==> src/sv/alfs_pkg.sv <==
// shared types and constants for the addressable led frame sender
`default_nettype none

package alfs_pkg;

    localparam int LED_COUNT = 16;
    localparam int LED_W     = (LED_COUNT > 1) ? $clog2(LED_COUNT) : 1;

    localparam logic [2:0] KIND_SET_ONE = 3'd0;
    localparam logic [2:0] KIND_SET_ALL = 3'd1;
    localparam logic [2:0] KIND_CLEAR   = 3'd2;
    localparam logic [2:0] KIND_SHOW    = 3'd3;
    localparam logic [2:0] KIND_TICK    = 3'd4;

    localparam logic [1:0] ST_OK    = 2'd0;
    localparam logic [1:0] ST_RANGE = 2'd1;
    localparam logic [1:0] ST_BUSY  = 2'd2;

    localparam logic [2:0] CFG_ONE_HIGH  = 3'd0;
    localparam logic [2:0] CFG_ONE_LOW   = 3'd1;
    localparam logic [2:0] CFG_ZERO_HIGH = 3'd2;
    localparam logic [2:0] CFG_ZERO_LOW  = 3'd3;
    localparam logic [2:0] CFG_LATCH     = 3'd4;

    localparam logic [7:0]  RST_ONE_HIGH  = 8'd38;
    localparam logic [7:0]  RST_ONE_LOW   = 8'd22;
    localparam logic [7:0]  RST_ZERO_HIGH = 8'd19;
    localparam logic [7:0]  RST_ZERO_LOW  = 8'd41;
    localparam logic [15:0] RST_LATCH     = 16'd2400;

    localparam logic [2:0] BIT_FIRST = 3'd7;

    // byte order on the line within one led
    localparam logic [1:0] COL_GREEN = 2'd0;
    localparam logic [1:0] COL_RED   = 2'd1;
    localparam logic [1:0] COL_BLUE  = 2'd2;

    typedef logic [23:0] t_grb;

    typedef enum logic [1:0] {
        PH_IDLE,
        PH_HIGH,
        PH_LOW,
        PH_LATCH
    } t_phase;

    typedef enum logic {
        CTL_IDLE,
        CTL_EXEC
    } t_ctl;

    typedef struct packed {
        logic             wr_en;
        logic             fill_en;
        logic [LED_W-1:0] addr;
        t_grb             wdata;
    } t_store_cmd;

endpackage

`default_nettype wire

==> src/sv/addressable_led_frame_sender.sv <==
// top level of the addressable led frame sender
`default_nettype none

// usage
// - command channel: i_kind, i_led, i_red, i_green, i_blue are taken at a
//   rising edge with start high and busy low
// - kinds: set one led, set all leds, clear the store, show a frame, or one
//   line tick; time on the serial line moves only with tick items
// - every item gives one result on o_data_line, o_busy_res, o_frame_done and
//   o_status, marked by o_valid for exactly one cycle; the receiver cannot
//   stall, so results are simply presented and dropped after that cycle
// - timing: the first step of an item reads the current led row from
//   the pixel store (registered read), the second updates the frame
//   state and store; the result shows in the cycle after that, while the
//   next item may already be accepted
// - busy stays high until an item has executed, so items never overlap
// - set all and clear take no sweep; the store keeps a fill value and a
//   valid bit per led row
// - config port: i_cfg_we, i_cfg_idx, i_cfg_data write the timing
//   registers directly; write only while the block is idle
// - reset (i_rst_n low, synchronous) empties the store to all zero, stops
//   any frame and loads the default timing values

module addressable_led_frame_sender
    import alfs_pkg::*;
(
    input  wire logic        i_clk,
    input  wire logic        i_rst_n,
    input  wire logic        start,
    output logic             busy,
    input  wire logic [2:0]  i_kind,
    input  wire logic [7:0]  i_led,
    input  wire logic [7:0]  i_red,
    input  wire logic [7:0]  i_green,
    input  wire logic [7:0]  i_blue,
    output logic             o_valid,
    output logic             o_data_line,
    output logic             o_busy_res,
    output logic             o_frame_done,
    output logic [1:0]       o_status,
    input  wire logic        i_cfg_we,
    input  wire logic [2:0]  i_cfg_idx,
    input  wire logic [15:0] i_cfg_data
);

    // timing registers
    logic [7:0]  r_one_high, r_one_low, r_zero_high, r_zero_low;
    logic [15:0] r_latch;

    // control and frame state
    t_ctl             r_ctl, n_ctl;
    t_phase           r_phase, n_phase;
    logic [15:0]      r_cnt, n_cnt;
    logic [LED_W-1:0] r_led_ptr, n_led_ptr;
    logic [1:0]       r_color, n_color;
    logic [2:0]       r_bit, n_bit;

    // captured item
    logic [2:0] r_kind, n_kind;
    logic [7:0] r_led, n_led;
    logic [7:0] r_red, n_red;
    logic [7:0] r_green, n_green;
    logic [7:0] r_blue, n_blue;

    // result registers
    logic       r_valid, n_valid;
    logic       r_line, n_line;
    logic       r_busy_res, n_busy_res;
    logic       r_done, n_done;
    logic [1:0] r_status, n_status;

    t_store_cmd  store_cmd;
    t_grb        row;
    logic [7:0]  cur_byte;
    logic        cur_bit;
    logic [15:0] cnt_inc;
    logic [7:0]  high_lim, low_lim;
    logic        led_ok, last_led, busy_now;

    alfs_store u_store (
        .i_clk     (i_clk),
        .i_rst_n   (i_rst_n),
        .i_cmd     (store_cmd),
        .i_rd_addr (r_led_ptr),
        .o_rd_data (row)
    );

    always_comb begin
        case (r_color)
            COL_GREEN: cur_byte = row[23:16];
            COL_RED:   cur_byte = row[15:8];
            COL_BLUE:  cur_byte = row[7:0];
            default:   cur_byte = 8'd0;
        endcase
    end

    assign cur_bit  = cur_byte[r_bit];
    assign cnt_inc  = r_cnt + 16'd1;
    assign high_lim = cur_bit ? r_one_high : r_zero_high;
    assign low_lim  = cur_bit ? r_one_low : r_zero_low;
    assign led_ok   = {1'b0, r_led} < 9'(LED_COUNT);
    assign last_led = r_led_ptr == LED_W'(LED_COUNT - 1);
    assign busy_now = r_phase != PH_IDLE;

    // timing registers, written straight from the config port
    always_ff @(posedge i_clk) begin
        if (!i_rst_n) begin
            r_one_high  <= RST_ONE_HIGH;
            r_one_low   <= RST_ONE_LOW;
            r_zero_high <= RST_ZERO_HIGH;
            r_zero_low  <= RST_ZERO_LOW;
            r_latch     <= RST_LATCH;
        end else if (i_cfg_we) begin
            case (i_cfg_idx)
                CFG_ONE_HIGH:  r_one_high  <= i_cfg_data[7:0];
                CFG_ONE_LOW:   r_one_low   <= i_cfg_data[7:0];
                CFG_ZERO_HIGH: r_zero_high <= i_cfg_data[7:0];
                CFG_ZERO_LOW:  r_zero_low  <= i_cfg_data[7:0];
                CFG_LATCH:     r_latch     <= i_cfg_data;
                default: ;
            endcase
        end
    end

    // control state
    always_ff @(posedge i_clk) begin
        if (!i_rst_n) begin
            r_ctl     <= CTL_IDLE;
            r_phase   <= PH_IDLE;
            r_cnt     <= '0;
            r_led_ptr <= '0;
            r_color   <= COL_GREEN;
            r_bit     <= BIT_FIRST;
            r_valid   <= 1'b0;
        end else begin
            r_ctl     <= n_ctl;
            r_phase   <= n_phase;
            r_cnt     <= n_cnt;
            r_led_ptr <= n_led_ptr;
            r_color   <= n_color;
            r_bit     <= n_bit;
            r_valid   <= n_valid;
        end
    end

    // captured item and result payload
    always_ff @(posedge i_clk) begin
        r_kind     <= n_kind;
        r_led      <= n_led;
        r_red      <= n_red;
        r_green    <= n_green;
        r_blue     <= n_blue;
        r_line     <= n_line;
        r_busy_res <= n_busy_res;
        r_done     <= n_done;
        r_status   <= n_status;
    end

    always_comb begin
        n_ctl      = r_ctl;
        n_phase    = r_phase;
        n_cnt      = r_cnt;
        n_led_ptr  = r_led_ptr;
        n_color    = r_color;
        n_bit      = r_bit;
        n_kind     = r_kind;
        n_led      = r_led;
        n_red      = r_red;
        n_green    = r_green;
        n_blue     = r_blue;
        n_valid    = 1'b0;
        n_line     = r_line;
        n_busy_res = r_busy_res;
        n_done     = r_done;
        n_status   = r_status;
        store_cmd  = '0;

        case (r_ctl)
            CTL_IDLE: begin
                // the store read of the current row runs in this cycle
                if (start) begin
                    n_ctl   = CTL_EXEC;
                    n_kind  = i_kind;
                    n_led   = i_led;
                    n_red   = i_red;
                    n_green = i_green;
                    n_blue  = i_blue;
                end
            end
            CTL_EXEC: begin
                n_ctl    = CTL_IDLE;
                n_valid  = 1'b1;
                n_done   = 1'b0;
                n_status = ST_OK;
                if (r_kind == KIND_TICK) begin
                    n_busy_res = busy_now;
                    n_line     = 1'b0;
                    case (r_phase)
                        PH_HIGH: begin
                            n_line = 1'b1;
                            n_cnt  = cnt_inc;
                            if (cnt_inc >= {8'd0, high_lim}) begin
                                n_phase = PH_LOW;
                                n_cnt   = '0;
                            end
                        end
                        PH_LOW: begin
                            n_cnt = cnt_inc;
                            if (cnt_inc >= {8'd0, low_lim}) begin
                                n_cnt   = '0;
                                n_phase = PH_HIGH;
                                if (r_bit == 3'd0) begin
                                    n_bit = BIT_FIRST;
                                    if (r_color == COL_BLUE) begin
                                        n_color = COL_GREEN;
                                        if (last_led) begin
                                            // last byte sent, hold low to latch
                                            n_phase   = PH_LATCH;
                                            n_led_ptr = '0;
                                        end else begin
                                            n_led_ptr = r_led_ptr + LED_W'(1);
                                        end
                                    end else begin
                                        n_color = r_color + 2'd1;
                                    end
                                end else begin
                                    n_bit = r_bit - 3'd1;
                                end
                            end
                        end
                        PH_LATCH: begin
                            n_cnt = cnt_inc;
                            if (cnt_inc >= r_latch) begin
                                n_done    = 1'b1;
                                n_phase   = PH_IDLE;
                                n_cnt     = '0;
                                n_led_ptr = '0;
                                n_color   = COL_GREEN;
                                n_bit     = BIT_FIRST;
                            end
                        end
                        default: ;
                    endcase
                end else begin
                    if (r_kind < KIND_TICK && busy_now) begin
                        n_status = ST_BUSY;
                    end else begin
                        case (r_kind)
                            KIND_SET_ONE: begin
                                if (!led_ok) begin
                                    n_status = ST_RANGE;
                                end else begin
                                    store_cmd.wr_en = 1'b1;
                                    store_cmd.addr  = r_led[LED_W-1:0];
                                    store_cmd.wdata = {r_green, r_red, r_blue};
                                end
                            end
                            KIND_SET_ALL: begin
                                store_cmd.fill_en = 1'b1;
                                store_cmd.wdata   = {r_green, r_red, r_blue};
                            end
                            KIND_CLEAR: begin
                                store_cmd.fill_en = 1'b1;
                            end
                            KIND_SHOW: begin
                                n_phase   = PH_HIGH;
                                n_cnt     = '0;
                                n_led_ptr = '0;
                                n_color   = COL_GREEN;
                                n_bit     = BIT_FIRST;
                            end
                            default: ;
                        endcase
                    end
                    n_line     = n_phase == PH_HIGH;
                    n_busy_res = n_phase != PH_IDLE;
                end
            end
            default: n_ctl = CTL_IDLE;
        endcase
    end

    assign busy         = r_ctl == CTL_EXEC;
    assign o_valid      = r_valid;
    assign o_data_line  = r_line;
    assign o_busy_res   = r_busy_res;
    assign o_frame_done = r_done;
    assign o_status     = r_status;

endmodule

`default_nettype wire

==> src/sv/alfs_store.sv <==
// pixel store: one green-red-blue row per led, with a fill value for unwritten rows
`default_nettype none

module alfs_store
    import alfs_pkg::*;
(
    input  wire logic             i_clk,
    input  wire logic             i_rst_n,
    input  wire t_store_cmd       i_cmd,
    input  wire logic [LED_W-1:0] i_rd_addr,
    output t_grb                  o_rd_data
);

    t_grb                 r_mem [LED_COUNT];
    t_grb                 r_rd_data;
    logic                 r_rd_vld;
    logic [LED_COUNT-1:0] r_vld;
    t_grb                 r_fill;

    // row memory, one write and one registered read port
    always_ff @(posedge i_clk) begin
        if (i_cmd.wr_en) begin
            r_mem[i_cmd.addr] <= i_cmd.wdata;
        end
        r_rd_data <= r_mem[i_rd_addr];
        r_rd_vld  <= r_vld[i_rd_addr];
    end

    // set all and clear only swap the fill value and drop every row
    always_ff @(posedge i_clk) begin
        if (!i_rst_n) begin
            r_vld  <= '0;
            r_fill <= '0;
        end else if (i_cmd.fill_en) begin
            r_vld  <= '0;
            r_fill <= i_cmd.wdata;
        end else if (i_cmd.wr_en) begin
            r_vld[i_cmd.addr] <= 1'b1;
        end
    end

    assign o_rd_data = r_rd_vld ? r_rd_data : r_fill;

endmodule

`default_nettype wire
==> config.mk <==
export PLATFORM = sky130hd
export DESIGN_NAME = addressable_led_frame_sender
export DESIGN_NICKNAME = d
export VERILOG_FILES = /design/src/sv/alfs_pkg.sv /design/src/sv/addressable_led_frame_sender.sv /design/src/sv/alfs_store.sv
export SDC_FILE = /design/constraint.sdc
export NUM_CORES = 1
export LEC_CHECK = 0
export BUFFER_PORTS_ARGS = -buffer_cell sky130_fd_sc_hd__buf_2
export CORE_MARGIN = 1.5
export CORE_UTILIZATION = 64
export CTS_BUF_LIST = sky130_fd_sc_hd__clkbuf_4 sky130_fd_sc_hd__clkbuf_8
export DETAILED_ROUTE_END_ITERATION = 6
export PLACE_DENSITY_LB_ADDON = 0.1
export SYNTH_ARGS = -nofsm -noshare
export SYNTH_HDL_FRONTEND = slang
export SYNTH_HIERARCHICAL = 1
export SYNTH_SLANG_ARGS = --single-unit
==> constraint.sdc <==
create_clock -name i_clk -period 6.1 [get_ports i_clk]
set_input_delay 1.22 -clock i_clk [delete_from_list [all_inputs] [get_ports i_clk]]
set_output_delay 1.22 -clock i_clk [all_outputs]
set_load 0.05 [all_outputs]
## Yosys cells after proc, flatten, opt, wreduce, memory -nomap -nowiden

Memories as Yosys holds them, arrays and structs flattened. A register that Yosys moved wholly into a read port is not among the register bits.
Cells that the tools add are included.

- Bits in writable memories: 384
- Flip-flop bits (word level): 158
- Output and inout bits: 7
- Word-level logic and storage cells: 163
- Input bits: 58
- Memories: 1

Memories:

| memory | words | bits a word | read ports | clocked after memory_dff | write ports | RTL line | source |
|---|---|---|---|---|---|---|---|
| u_store.r_mem | 16 | 24 | 1 | 1 | 1 | alfs_store.sv:14 | `t_grb r_mem [LED_COUNT];` |

- Magnitude comparators: 9
- $add $sub $neg: 4
- Bitwise operators: 4
- Equal/unequal tests: 23
- Reductions and logical operators: 24
- Muxes and demuxes: 73

Operator list:

| kind | number |
|---|---|
| 16-bit two-way mux | 6 |
| 30-bit two-way mux | 3 |
| 16-bit one-hot mux with 3 select lines | 1 |
| 24-bit one-hot mux with 2 select lines | 1 |
| 2-bit two-way mux | 18 |
| 4-bit two-way mux | 9 |
| 16-bit by 8-bit greater-or-equal comparator with 1-bit output | 2 |
| 28-bit two-way mux | 1 |
| 24-bit two-way mux | 1 |
| 8-bit one-hot mux with 3 select lines | 1 |
| 3-bit two-way mux | 6 |
| 16-bit by 1-bit adder with 16-bit output, second input constant | 1 |
| 16-bit greater-or-equal comparator | 1 |
| 1-bit two-way mux | 16 |
| 8-bit two-way mux | 2 |
| 16-bit OR | 1 |
| 3-bit != test, second input constant | 5 |
| 2-bit AND reduction | 7 |
| 3-bit by 2-bit equality test with 1-bit output, second input constant | 4 |
| 4-bit by 5-bit less-than comparator with 1-bit output, second input constant | 2 |
| 3-bit zero test | 3 |
| 8-bit by 5-bit less-than comparator with 1-bit output, second input constant | 1 |
| 4-bit one-hot mux with 2 select lines | 1 |
| 8-bit AND reduction | 1 |
| other kinds (31) | 43 |

## Depth between registers and ports, before layout

Gate-level depths: netlist (run 1).

- Depth after elaboration: 11
- Depth in mapped cells: 19
- Gate-level depth less buffers: 15

## Hierarchy

The synthesis (run 1) kept the hierarchy.

By module, submodules not included:

| module | cells an instance | seq. area each (µm²) | area an instance (µm²) | times used |
|---|---|---|---|---|
| alfs_store | 783 | 12832.3 | 16699.8 | 1 |
| addressable_led_frame_sender | 675 | 2742.6 | 6177.2 | 1 |

## Worst setup path after synthesis (run 1)

Ideal clock, no wire load.

- Path type: reg2reg
- Start: register u_store.r_rd_vld
- End: register r_bit[2]
- Data required time: 5.968 ns
- Cell stages (with the launch flop): 18
- Clock period less this slack: 4.304 ns
- Library setup time: 0.132 ns
- Path buffers: 3
- Arrival: 4.171 ns
- Slack: 1.796 ns
- Path through: dfxtp_1 > clkbuf_1 > clkbuf_1 > mux2_2 > mux2_2 > a221oi_1 > nor3_1 > o31ai_4 > buf_4 > mux2i_1 > ha_1 > a21oi_1 > o21ai_0 > a21oi_1 > o2111ai_4 > or3_1 > a31oi_1 > o21ai_1

- Cells in the longest elaborated chain, start to end: 8

Ends and longest elaborated chain:

| what | RTL line | source |
|---|---|---|
| start, declared | alfs_store.sv:16 | `logic r_rd_vld;` |
| start signal, assigned | alfs_store.sv:26 | `r_rd_vld <= r_vld[i_rd_addr];` |
| 24-bit two-way mux | alfs_store.sv:42 | `assign o_rd_data = r_rd_vld ? r_rd_data : r_fill;` |
| via row[1] | addressable_led_frame_sender.sv:73 | `t_grb row;` |
| 8-bit one-hot mux with 3 select lines | addressable_led_frame_sender.sv:89 | `case (r_color)` |
| 1-bit binary-select mux with 3-bit select | addressable_led_frame_sender.sv:97 | `assign cur_bit = cur_byte[r_bit];` |
| 1-bit two-way mux (implied by the code) | addressable_led_frame_sender.sv:97 |  |
| 8-bit two-way mux | addressable_led_frame_sender.sv:100 | `assign low_lim = cur_bit ? r_one_low : r_zero_low;` |
| 16-bit by 8-bit greater-or-equal comparator with 1-bit output | addressable_led_frame_sender.sv:209 | `if (cnt_inc >= {8'd0, low_lim}) begin` |
| 3-bit != test (no line) | -- |  |
| 6-bit AND reduction (no line) | -- |  |
| end signal, assigned | addressable_led_frame_sender.sv:141 | `r_bit <= n_bit;` |
| end, declared | addressable_led_frame_sender.sv:56 | `logic [2:0] r_bit, n_bit;` |

The timed path passes the listed nets, and every way through them passes these cells. The select of a mux whose other input is x is not followed.
A chain may end at the register's enable or synchronous reset.

## Final worst setup path (run 1)

- Start: register u_store.r_rd_vld
- End: register r_cnt[0]

- Cells in the longest elaborated chain, start to end: 9
- Elaborated cells on any way between the ends: 12
- Those cells by class: order compare: 2; mux: 10

Ends and longest elaborated chain:

| what | RTL line | source |
|---|---|---|
| 24-bit two-way mux (*) | alfs_store.sv:42 |  |
| via row[17] | addressable_led_frame_sender.sv:73 |  |
| 8-bit one-hot mux with 3 select lines (*) | addressable_led_frame_sender.sv:89 |  |
| 1-bit binary-select mux with 3-bit select (*) | addressable_led_frame_sender.sv:97 |  |
| 1-bit two-way mux (implied by the code) (*) | addressable_led_frame_sender.sv:97 |  |
| 8-bit two-way mux, on equally long branches | addressable_led_frame_sender.sv:100, addressable_led_frame_sender.sv:99 |  |
| 16-bit by 8-bit greater-or-equal comparator with 1-bit output, on equally long branches | addressable_led_frame_sender.sv:209, addressable_led_frame_sender.sv:202 |  |
| 16-bit two-way mux, on equally long branches | addressable_led_frame_sender.sv:209, addressable_led_frame_sender.sv:202 |  |
| 16-bit one-hot mux with 3 select lines (*) | addressable_led_frame_sender.sv:198 | `case (r_phase)` |
| 16-bit two-way mux (*) | addressable_led_frame_sender.sv:195 | `if (r_kind == KIND_TICK) begin` |
| end signal, assigned | addressable_led_frame_sender.sv:138 | `r_cnt <= n_cnt;` |
| end, declared | addressable_led_frame_sender.sv:53 | `logic [15:0] r_cnt, n_cnt;` |

The timed path passes the listed nets; every way through them passes the cells marked *. The select of a mux whose other input is x is not followed.

==> metrics.txt, run 1 <==
outcome completed; Area after DPL 23700 um2; fmax about 0.19 GHz; CP max stage delay ~940 ps; VDD IR max about 0.26 mV; gr ovfl total 0; min Tclk post-route around 5300 ps; die area 36900 um2; H-Tree Depth 3; RSZ-0062 raised after global routing false; wire per inst approximately 24 um; Post-Syn Instances 1458; drt total wl 50300 um; Post-synth ARST share 0; HPWL after DPL ~29000 um; synth top area cells edfxtp_1, dfxtp_1, mux4_2; # IOs 65; Crit Path Max Fanout 16; max_cap viols 0; fin area 25500 um2; Post-layout nets between 1500 and 2000; Slew Limit Fails 0; GPL Wtd Cong just under 0.9; fill count approximately 2200; vias in the first global route about 13000; Leak slightly below 0.008 uW; sequential area share after synthesis 0.681; area share of the largest cell type after synthesis 0.557; Post-synth EDFFs ~420; Area growth syn-to-layout 11.6%; DRT antenna net count 0; CP Class register to register; critical path required time 6680 ps; flip-flop and latch area around 16000 um2; CTS Hold Bufs 0; Starting DRT DRC Count just over 1000; Yosys reg bits between 500 and 600; ys flop type edfxtp_1; Setup Buffers After CTS 0; die width approximately 190 um; first-pass GRT wire length 75000 um; Ant. Diodes 0; first drt pass iteration count 6; slowest stage cell, crit path o31ai_4; CP startpoint kind register; Multi-input gate area about 7000 um2; clk root buf clkbuf_8; skew final around 32 ps; Final Setup Violations 0; Syn. warnings 6; fraction of layout cells with a size suffix above 1 0.253; core area 35400 um2; crit-path cells buf_4, mux2_2, mux2_2, a221oi_1, nor3_1, o31ai_4, mux2_2, ha_1, nor3b_1, o21ai_0, a21oi_1, o2111ai_4, o31ai_4, o21ai_1, o21ai_1; CP Data Arrival Time 5830 ps; number of vias per cell just over 6; worst-skew pair later-pin latency 670 ps; Max clock buf depth 3; CP most frequent cell mux2_2; Yosys cell types 70; clk sinks 566; crit end category register; cell taking the most area after synthesis edfxtp_1; count leader, synth edfxtp_1; TritonCTS Buffers roughly 90; Final Hold Fails 0; DR vias 13000; placement row count between 60 and 70; Final Cycle Share 0.861; Cell Area, Synth 22900 um2; CP bufs+invs 1; Post-Syn Nets about 1600; largest net degree at the start of global routing 64; Setup TNS 0 ps; Initial Util 0.646; Least-Margin Pin Slew 1240 ps; Synth top cells by count edfxtp_1, nand2_1, dfxtp_1; synthesized area per cell approximately 16 um2; Hold Crit Class register to register; slew margin rel. 0.172; PD cells slightly below 300 nW/um2; Die Y 192 um; Largest delay share family, worst path compound AO/OA/AOI/OAI gates; initial antenna violation count 0; port bufs 64; TritonCTS clock tree yes; Post-CTS Resized 0; Total GRT Usage 0.281; # DRC 0; Reg clk slew, reported paths around 60 ps
==> worst reg2reg max path: cells and delay by family, from the launching register on <==
| family | cells | cell delay (ps) |
|---|---|---|
| AOI/OAI and AO/OA | 8 | 2690 |
| muxes | 3 | 1060 |
| DFF | 1 | 540 |
| buffers and inverters | 1 | 320 |
| and+or+nand+nor | 2 | 290 |
| adders and majority gates | 1 | 270 |
==> final cells by class <==
class,instances,area share
Multi-Input combinational cell,794,0.274
Timing Repair Buffer,80,0.0177
Tap cell,461,0.0226
Inverter,29,0.00426
Clock buffer,134,0.0654
Clock inverter,26,0.00544
Sequential cell,566,0.610
==> registers in the layout (all words and copies together), names as in the netlist, 16 cells and up <==
signal             cells
u_store/r_fill        24
u_store/r_rd_data     24
u_store/r_mem        384
r_cnt                 16
r_latch               16
u_store/r_vld         16
==> cells by family (layout without fill, tap and decap cells) <==
logic type,after synthesis,count (layout),synth area share
AOI/OAI and AO/OA,180,180,0.0561
xor gates and xnor gates,13,13,0.00498
adders and majority gates,36,36,0.0197
buffers and inverters,98,269,0.0194
DFF,566,566,0.681
muxes,177,177,0.134
and+or+nand+nor,388,388,0.0849
==> per-layer routing <==
metal  track usage  vias to the layer above  routed length (um)
li1              -                     5845                   -
met3        0.0537                       80                3030
met2         0.453                      435               24600
met4        0.0936                        0                1160
met5             0                        -                   0
met1         0.392                     6623               21400
==> power by group <==
part | leakage, uW | switching (uW) | internal [uW]
Sequential | 0.00425 | 12.6 | 4120
Clock | 0.000969 | 1440 | 1750
Combinational | 0.00254 | 78.0 | 41.1
Total | 0.00776 | 1530 | 5920
==> metrics by stage <==
step                      worst slack, ps  power, uW   util  std cells  hold WS, ps
final                                 849       7440  0.721       2090          456
after global routing                  548       7680  0.721       2090          471
after CTS                             895       7500  0.721       2090          454
after detailed placement              902       4340  0.670       1930          445
after global placement               1030       4330  0.670       1930          436
after floorplan                      1800       4280      -       1458          425
==> path summary, 6_finish.rpt <==
kind         slack (ps)                      to  cells past startpoint                startpoint
max                 850   r_cnt[0]$_SDFFE_PN0P_                     15  u_store/r_rd_vld$_DFF_P_
min reg2reg         460  r_cnt[15]$_SDFFE_PN0P_                      2    r_cnt[15]$_SDFFE_PN0P_
min                 460  r_cnt[15]$_SDFFE_PN0P_                      2    r_cnt[15]$_SDFFE_PN0P_
max reg2reg         850   r_cnt[0]$_SDFFE_PN0P_                     15  u_store/r_rd_vld$_DFF_P_
==> layout by cell type (no fill, tap or decap), types with 4 or more instances in the layout <==
cell | netlist | routed
a21oi_1 | 48 | 48
a221oi_1 | 8 | 8
a22oi_1 | 53 | 53
a31oi_1 | 5 | 5
and2_1 | 34 | 33
and3_1 | 5 | 5
buf_2 | 7 | 64
buf_4 | 8 | 15
clkbuf_4 | 0 | 28
clkbuf_8 | 0 | 106
clkinv_1 | 1 | 14
clkinv_2 | 0 | 9
dfxtp_1 | 142 | 140
edfxtp_1 | 424 | 424
ha_1 | 36 | 36
inv_1 | 27 | 27
mux2_2 | 34 | 34
mux2i_1 | 42 | 42
mux4_2 | 100 | 100
nand2_1 | 174 | 174
nand2b_1 | 5 | 5
nand3_1 | 27 | 27
nand3b_1 | 6 | 6
nand4_1 | 7 | 7
nand4b_1 | 4 | 4
nor2_1 | 40 | 26
nor2_4 | 0 | 13
nor2b_1 | 32 | 29
nor3_1 | 21 | 16
nor3_2 | 1 | 6
nor4_1 | 6 | 6
o211ai_1 | 13 | 13
o21a_1 | 16 | 16
o21ai_0 | 13 | 13
o21ai_1 | 4 | 4
or2_2 | 5 | 5
xnor2_1 | 9 | 9
xor2_1 | 4 | 4
No activity file was read; power rests on OpenSTA's default activity.
==> inputs of run 2 (changes only) <==
CTS_BUF_LIST = sky130_fd_sc_hd__clkbuf_8   (was sky130_fd_sc_hd__clkbuf_4 sky130_fd_sc_hd__clkbuf_8)
==> run 2 against run 1 <==
  * Sequential power is essentially flat
  * Clock skew barely moved
  * Power is 2.3% lower
  * Worst hold slack barely moved
  * Non-clock buffer count unchanged
  * Highest routed layer unchanged
==> metrics.txt, run 2 (same netlist as run 1, synthesis figures left out) <==
largest register by flop count u_store/r_mem (unchanged); wire per inst 24.0 um (about the same); Ant. Diodes 0 (unchanged); crit-path cells buf_4, mux2_2, mux2_2, a221oi_1, nor3_1, o31ai_4, mux2_2, ha_1, nor3b_1, o21ai_0, a21oi_1, o2111ai_4, o31ai_4, o21ai_1, o21ai_1 (unchanged); WHS 457 ps (was 456 ps); critical path required time 6680 ps (about the same); clk sinks 566 (unchanged); number of vias per cell 6.24 (was 6.21); PD cells 286 nW/um2 (was 292 nW/um2); CP startpoint kind register (unchanged); leading cell type in the layout, fill and taps excluded edfxtp_1 (unchanged); Crit Path Max Fanout 16 (unchanged); # IOs 65 (unchanged); placement row count 69 (unchanged); Setup Buffers After CTS 0 (unchanged); port bufs 64 (unchanged); TritonCTS Buffers 88 (unchanged); combinational power share 0.016 (about the same); clock share of power 0.415 (was 0.428); first-pass GRT wire length 74900 um (was 75000 um); Starting DRT DRC Count 1122 (was 1026); Final Setup Violations 0 (unchanged); CP Data Arrival Time 5830 ps (about the same); most frequent cells in the layout edfxtp_1, nand2_1, dfxtp_1 (unchanged); H-Tree Depth 3 (unchanged); DRT antenna net count 0 (unchanged); CTS Hold Bufs 0 (unchanged); sw frac 0.210 (was 0.205); die width 192 um (unchanged); Area growth syn-to-layout 11.1% (was 11.6%); Leak 0.00778 uW (was 0.00776 uW); Hold Crit Class register to register (unchanged); biggest regs u_store/r_mem: 384 flops, u_store/r_fill: 24 flops, u_store/r_rd_data: 24 flops (unchanged); Internal Pwr Total 5740 uW (was 5920 uW); skew final 32.1 ps (was 32.3 ps); RSZ-0062 raised after global routing false (unchanged); Slew Limit Fails 0 (unchanged); crit end category register (unchanged); gr ovfl total 0 (unchanged); # DRC 0 (unchanged); VDD IR max 0.230 mV (was 0.258 mV); core area 35400 um2 (unchanged); Post-layout nets 1653 (unchanged); initial antenna violation count 0 (unchanged); min Tclk post-route 5250 ps (about the same); TritonCTS clock tree yes (unchanged); clk root buf clkbuf_8 (unchanged); Die Y 192 um (unchanged); slowest stage cell, crit path o31ai_4 (unchanged); CP Class register to register (unchanged); die area 36900 um2 (unchanged); GPL Wtd Cong 0.873 (unchanged); DR vias 13000 (about the same); fraction of layout cells with a size suffix above 1 0.236 (was 0.253); fill count 2249 (was 2242); Least-Margin Pin Slew 1240 ps (about the same); PnR Total Power 7270 uW (was 7440 uW); worst-skew pair later-pin latency 670 ps (about the same); Reg clk slew, reported paths 60 ps (about the same); max_cap viols 0 (unchanged); Final Cycle Share 0.860 (was 0.861); Final Hold Fails 0 (unchanged); Largest register FFs 384 (unchanged); first drt pass iteration count 5 (was 6); Initial Util 0.646 (unchanged); Total GRT Usage 0.281 (about the same); largest net degree at the start of global routing 64 (unchanged); CP max stage delay 950 ps (was 940 ps); CP most frequent cell mux2_2 (unchanged); HPWL after DPL 28500 um (unchanged); Setup TNS 0 ps (unchanged); part of the power in registers 0.569 (was 0.556); Post-CTS Resized 0 (unchanged); vias in the first global route 12800 (about the same); drt total wl 50200 um (was 50300 um); outcome completed (unchanged); slew margin rel. 0.172 (about the same); Max clock buf depth 3 (unchanged); fmax 0.191 GHz (was 0.190 GHz); Psw 1530 uW (about the same)
==> run 2: layout make-up <==
| type | count | area [um2] | share of cell area |
|---|---|---|---|
| Timing Repair Buffer | 80 | 453 | 0.0178 |
| Clock inverter | 54 | 244 | 0.00960 |
| Multi-Input combinational cell | 794 | 7000 | 0.275 |
| Sequential cell | 566 | 15600 | 0.613 |
| Tap cell | 461 | 577 | 0.0227 |
| Inverter | 29 | 109 | 0.00428 |
| Clock buffer | 106 | 1460 | 0.0574 |
==> run 2: path summary, 6_finish.rpt <==
kind,from,end,slack (ps),depth (start not counted)
setup / recovery,u_store/r_rd_vld$_DFF_P_,r_cnt[0]$_SDFFE_PN0P_,850,15
hold / removal,r_cnt[15]$_SDFFE_PN0P_,r_cnt[15]$_SDFFE_PN0P_,460,2
setup reg to reg,u_store/r_rd_vld$_DFF_P_,r_cnt[0]$_SDFFE_PN0P_,850,15
hold reg to reg,r_cnt[15]$_SDFFE_PN0P_,r_cnt[15]$_SDFFE_PN0P_,460,2
==> run 2: power by group through the flow <==
stage / registers, uW / logic (uW) / clock network [uW]
2_1_floorplan: 4220 / 63.7 / 0
3_3_place_gp: 4220 / 116 / 0
3_5_place_dp: 4220 / 120 / 0
4_1_cts: 4140 / 120 / 3070
5_1_grt: 4140 / 130 / 3240
6_report: 4140 / 119 / 3010
==> run 2: per-layer routing <==
| metal | vias up | track usage | wire, um |
|---|---|---|---|
| met5 | - | 0 | 0 |
| li1 | 5842 | - | - |
| met1 | 6664 | 0.393 | 21100 |
| met4 | 0 | 0.0936 | 1080 |
| met2 | 454 | 0.451 | 24700 |
| met3 | 74 | 0.0539 | 3330 |
==> run 2: per-stage QoR <==
step	worst slack, ps	std cells	utilization	instance area, um2
after global placement	1030	1930	0.670	23700
after CTS	895	2090	0.718	25400
after floorplan	1800	1458	-	22900
after global routing	537	2090	0.718	25400
after detailed placement	902	1930	0.670	23700
final	852	2090	0.718	25400
==> run 2: worst max-delay path: cells and delay by family (launching register included) <==
kind | cells | cell delay (ps)
buf+inv | 1 | 310
mux | 3 | 1040
fa+ha+maj | 1 | 270
flops | 1 | 540
compound gates | 8 | 2710
simple gates | 2 | 290
